[src/rtl/assert_macros.svh]
// ---------------------------------------------------------------------------
// Assertion macros
// Shared concurrent assertion wrappers; define NO_ASSERTIONS to drop them.
// ---------------------------------------------------------------------------
`ifndef ASSERT_MACROS_SVH
`define ASSERT_MACROS_SVH

`ifndef NO_ASSERTIONS

// pre holds -> post holds in the same cycle
`define ASSERT_IMPLIES(label, clk, rst, pre, post, msg) \
   label: assert property (@(posedge clk) disable iff (rst) (pre) |-> (post)) \
      else $error(msg);

// pre holds -> post holds in the next cycle
`define ASSERT_NEXT(label, clk, rst, pre, post, msg) \
   label: assert property (@(posedge clk) disable iff (rst) (pre) |=> (post)) \
      else $error(msg);

`else

`define ASSERT_IMPLIES(label, clk, rst, pre, post, msg)
`define ASSERT_NEXT(label, clk, rst, pre, post, msg)

`endif

`endif

[src/rtl/kfa_pkg.sv]
// ---------------------------------------------------------------------------
// kfa_pkg
// Types and field layout shared by the keyframe animation sequencer.
// ---------------------------------------------------------------------------
package kfa_pkg;

   // request field widths and positions in req_tdata
   localparam int CMD_W      = 3;
   localparam int MODEL_W    = 4;
   localparam int INST_W     = 6;
   localparam int FRAMES_W   = 16;
   localparam int PCOUNT_W   = 8;
   localparam int PBASE_W    = 16;
   localparam int TBASE_W    = 16;
   localparam int MESH_W     = 6;
   localparam int COUNT_W    = 7;

   localparam int CMD_LSB    = 0;
   localparam int MODEL_LSB  = CMD_LSB + CMD_W;
   localparam int INST_LSB   = MODEL_LSB + MODEL_W;
   localparam int FRAMES_LSB = INST_LSB + INST_W;
   localparam int PCOUNT_LSB = FRAMES_LSB + FRAMES_W;
   localparam int PBASE_LSB  = PCOUNT_LSB + PCOUNT_W;
   localparam int TBASE_LSB  = PBASE_LSB + PBASE_W;
   localparam int MESH_LSB   = TBASE_LSB + TBASE_W;
   localparam int COUNT_LSB  = MESH_LSB + MESH_W;
   localparam int REQ_FIELDS_W = COUNT_LSB + COUNT_W;
   localparam int REQ_TDATA_W  = ((REQ_FIELDS_W + 7) / 8) * 8;

   // response: status, paused, active, pose_now, transform_index, root_index
   localparam int POSE_W       = 8;
   localparam int INDEX_W      = 16;
   localparam int RSP_FIELDS_W = 3 + POSE_W + 2 * INDEX_W;
   localparam int RSP_TDATA_W  = ((RSP_FIELDS_W + 7) / 8) * 8;

   typedef enum logic [CMD_W-1:0] {
      CMD_START   = 3'd0,
      CMD_PAUSE   = 3'd1,
      CMD_UNPAUSE = 3'd2,
      CMD_DEACT   = 3'd3,
      CMD_TICK    = 3'd4,
      CMD_QUERY   = 3'd5,
      CMD_SETCNT  = 3'd6
   } kfa_cmd_type;

   typedef enum logic [2:0] {
      ST_IDLE,
      ST_LOCATE,
      ST_APPLY,
      ST_TICK,
      ST_FINISH
   } kfa_state_type;

   // controller -> datapath
   typedef struct packed {
      logic load;       // capture the request transfer
      logic locate;     // resolve entry, act on commands needing no read
      logic apply;      // finish read-modify-write or query
      logic tick_start; // clear the walk counter
      logic tick_step;  // walk one entry
      logic respond;    // move result into the response register
   } kfa_ctrl_type;

   // datapath -> controller
   typedef struct packed {
      kfa_cmd_type cmd;
      logic        tick_more;
      logic        rsp_free;
   } kfa_stat_type;

endpackage

[src/rtl/kfa_ctrl.sv]
// ---------------------------------------------------------------------------
// kfa_ctrl
// Command sequencer: accepts a request, steps the datapath through it and
// hands the result to the response register.
// ---------------------------------------------------------------------------
module kfa_ctrl (
   input  logic                  clock,
   input  logic                  reset,
   input  logic                  req_tvalid,
   output logic                  req_tready,
   input  kfa_pkg::kfa_stat_type stat,
   output kfa_pkg::kfa_ctrl_type ctrl
);
   import kfa_pkg::*;

   kfa_state_type state_ff, state_in;

   always_ff @(posedge clock) begin
      if (reset) begin
         state_ff <= ST_IDLE;
      end else begin
         state_ff <= state_in;
      end
   end

   always_comb begin
      state_in   = state_ff;
      req_tready = 1'b0;
      ctrl       = '0;
      unique case (state_ff)
         ST_IDLE: begin
            req_tready = 1'b1;
            if (req_tvalid) begin
               ctrl.load = 1'b1;
               state_in  = ST_LOCATE;
            end
         end
         ST_LOCATE: begin
            ctrl.locate = 1'b1;
            case (stat.cmd) inside
               CMD_UNPAUSE, CMD_QUERY: state_in = ST_APPLY;
               CMD_TICK: begin
                  ctrl.tick_start = 1'b1;
                  state_in        = ST_TICK;
               end
               default: state_in = ST_FINISH;
            endcase
         end
         ST_APPLY: begin
            ctrl.apply = 1'b1;
            state_in   = ST_FINISH;
         end
         ST_TICK: begin
            // last writeback lands in the cycle the walk runs out
            ctrl.tick_step = 1'b1;
            if (!stat.tick_more) begin
               state_in = ST_FINISH;
            end
         end
         ST_FINISH: begin
            if (stat.rsp_free) begin
               ctrl.respond = 1'b1;
               state_in     = ST_IDLE;
            end
         end
         default: state_in = ST_IDLE;
      endcase
   end

endmodule

[config.mk]
export PLATFORM = sky130hd
export DESIGN_NAME = kfa_ctrl
export DESIGN_NICKNAME = d
export VERILOG_FILES = /design/src/rtl/assert_macros.svh /design/src/rtl/kfa_pkg.sv /design/src/rtl/kfa_ctrl.sv
export SDC_FILE = /design/constraint.sdc
export NUM_CORES = 1
export LEC_CHECK = 0
export CORE_AREA = 4 4 41 43
export DETAILED_ROUTE_END_ITERATION = 12
export DIE_AREA = 0 0 45 47
export DONT_BUFFER_PORTS = 1
export PLACE_DENSITY = 0.32
export RECOVER_POWER = 50
export SLEW_MARGIN = 0
export SYNTH_ARGS = -nofsm -noshare
export SYNTH_HDL_FRONTEND = slang
export SYNTH_SLANG_ARGS = --single-unit
[constraint.sdc]
create_clock -name clock -period 1.4 [get_ports clock]
set_input_delay 0.07 -clock clock [delete_from_list [all_inputs] [get_ports clock]]
set_output_delay 0.07 -clock clock [all_outputs]
set_load 0.005 [all_outputs]
==> out/metrics.cfg <==
[placed_design]
hpwlAfterDp_um=471.6
gp_congestion=0.7054
place_inst=41
io_buffers=0

[yosys]
synth.ff_latch_count=3
ys_types=17
netlist_area_sq_um=227.7
synth_cells=27
ys_warn_count=0
synth_area_per_cell_sq_um=8.434
ys_top_cells_by_area=dfxtp_1 26%, nor3b_1 9.9%, nor4b_1 7.7%, nand2_1 6.6%, a211oi_2 5.5%
yosysSeqAreaShare_pct=26.37
syn_nets=35
synth_largest_area_cell=dfxtp_1
synth.top_cell.area_share_pct=26.37

[cts]
root_buffer=clkbuf_4
h-tree-depth=1
cts_resized=0
cts_buffer_depth=2
cts_tree=built
clk_pin_slew_ns=0.04
numCtsBuffers=3
cts.sinks=3
postCtsSetupBuffers=0
holdBufCountCts=1
clk_latency_ns=0.24

[detailed_routing]
drtIter0Drc=4
num_vias=219
routedWlPerCell_um=13.04
finalWirelength_um=600
drc=0
drt.antenna.violating_nets=0
first_pass_iters=4
viasPerCell=4.761

[layout]
post-route-util_pct=20.87
top_register=state_ff
layout.nets=40
fillCellCount=154
area_growth_pct=19.23
drive_gt1_share_pct=22.58
largest_reg_flops=3
reg_top3=state_ff x3
diodes=0
stdcell_count=46

[timing]
finalCriticalPeriod_ns=1.253
worst_slew_pin_slew_ns=0.3366
tns_ns=0
setup_viol=0
finalMaxSlewViolations=0
hold_viol_final=0
period_share_pct=89.49
finalClockSkew_ns=0.005212
hold_ws_ns=0.01049
max_slew_margin_pct=77.38
rsz0062_at_grt=no
max_freq_mhz=798.2

[setup_path]
cp_data_arrival_time_ns=1.18
crit_path_max_fanout=8
crit_path_end_kind=primary output
required_ns=1.33
crit_type=reg -> out
start_kind=flop
r2r_cells=3

[floorplan]
coreArea_sq_um=1301
ios=15
initial_utilization_pct=17.50
die_w_um=45
dieArea_sq_um=2115
rows=13
die_h_um=47

[grt]
first_global_vias=224
grt_pass1_wl_um=1000
grt_max_degree=10
grt_usage_pct=7.182
overflow=0
antenna_found_initial=0

[power]
power_density_nw_per_um2=1070
power.total_w=0.0002905
p_leak_nw=0.1018
ir_worst_vdd_v=0.0003123

[flow_run]
maxCapViolations=0

[outcome]
outcome=finished clean

[worst_hold_path]
hold_path.class=in -> reg
min_delay_path_depth=2

## cells in the mapped netlist
cell type and n:
o21ai_0 1, nor2b_1 1, inv_1 2, nor3b_2 1, a211oi_2 1, nand2_1 4
dfxtp_1 3, buf_6 1, and3b_4 1, nor4b_1 2, nor3b_1 3, a21oi_1 1
o31a_1 1, and2b_2 1, nor3_1 2, a31oi_1 1, nor4_1 1
## critical path, stage by stage, from the launching register on
cell and delay, ns:
dfxtp_1 0.45, nor3b_2 0.30, nand2_1 0.11, inv_1 0.08
## kinds of logic after synthesis
group	synth area share, %
AND/OR/NAND/NOR	48.90
buffers and inverters	8.243
flip-flops	26.37
AO/OA/AOI/OAI	16.48
## through the flow
step / setup slack [ns] / instance area [sq um]
6_report: 0.1472 / 271.5
5_1_grt: 0.02211 / 271.5
4_1_cts: 0.1100 / 271.5
3_5_place_dp: 0.2517 / 235.2
3_3_place_gp: 0.2528 / 235.2
2_1_floorplan: 0.3860 / 227.7
## power breakdown
group          switching [W]   total, W  internal [W]
Clock              0.0000498   0.000157      0.000107
Combinational      0.0000164  0.0000341     0.0000177
Sequential        0.00000918  0.0000995     0.0000903
Total              0.0000753   0.000290      0.000215
## worst paths after layout
kind                  to         from  slack, ns
max reg2reg  state_ff[2]  state_ff[2]       0.25
min          state_ff[2]      stat[1]       0.01
min reg2reg  state_ff[2]  state_ff[2]       0.75
max              ctrl[2]  state_ff[0]       0.15
## cell type report
cell class              count  area, sq um  area share [%]
repair buffers              1        10.01           3.687
clock buffers               4        26.28           9.677
well taps                  15        18.77           6.912
inverters                   2        7.507           2.765
flip-flops and latches      3        60.06           22.12
multi-input cells          21        148.9           54.84
## layout by cell type, fill, tap and decap left out
master,n
nand2_1,4
clkbuf_1,1
clkbuf_4,3
nor3b_2,1
nor2b_1,1
a211oi_2,1
nor4_1,1
nor3_1,2
a21oi_1,1
dfxtp_1,3
inv_1,2
nor3b_1,3
a31oi_1,1
dlygate4sd3_1,1
o31a_1,1
and2b_2,1
nor4b_1,2
and3b_4,1
o21ai_0,1
## layer usage
metal  routed length (um)  track usage [%]  vias up
met5                    0                0        -
met4                    0            10.53        0
met3                   78            2.682        0
met2                  279            8.192       14
met1                  242            8.390       97
li1                     -                -      108
Power figures use the tool's default switching activity.
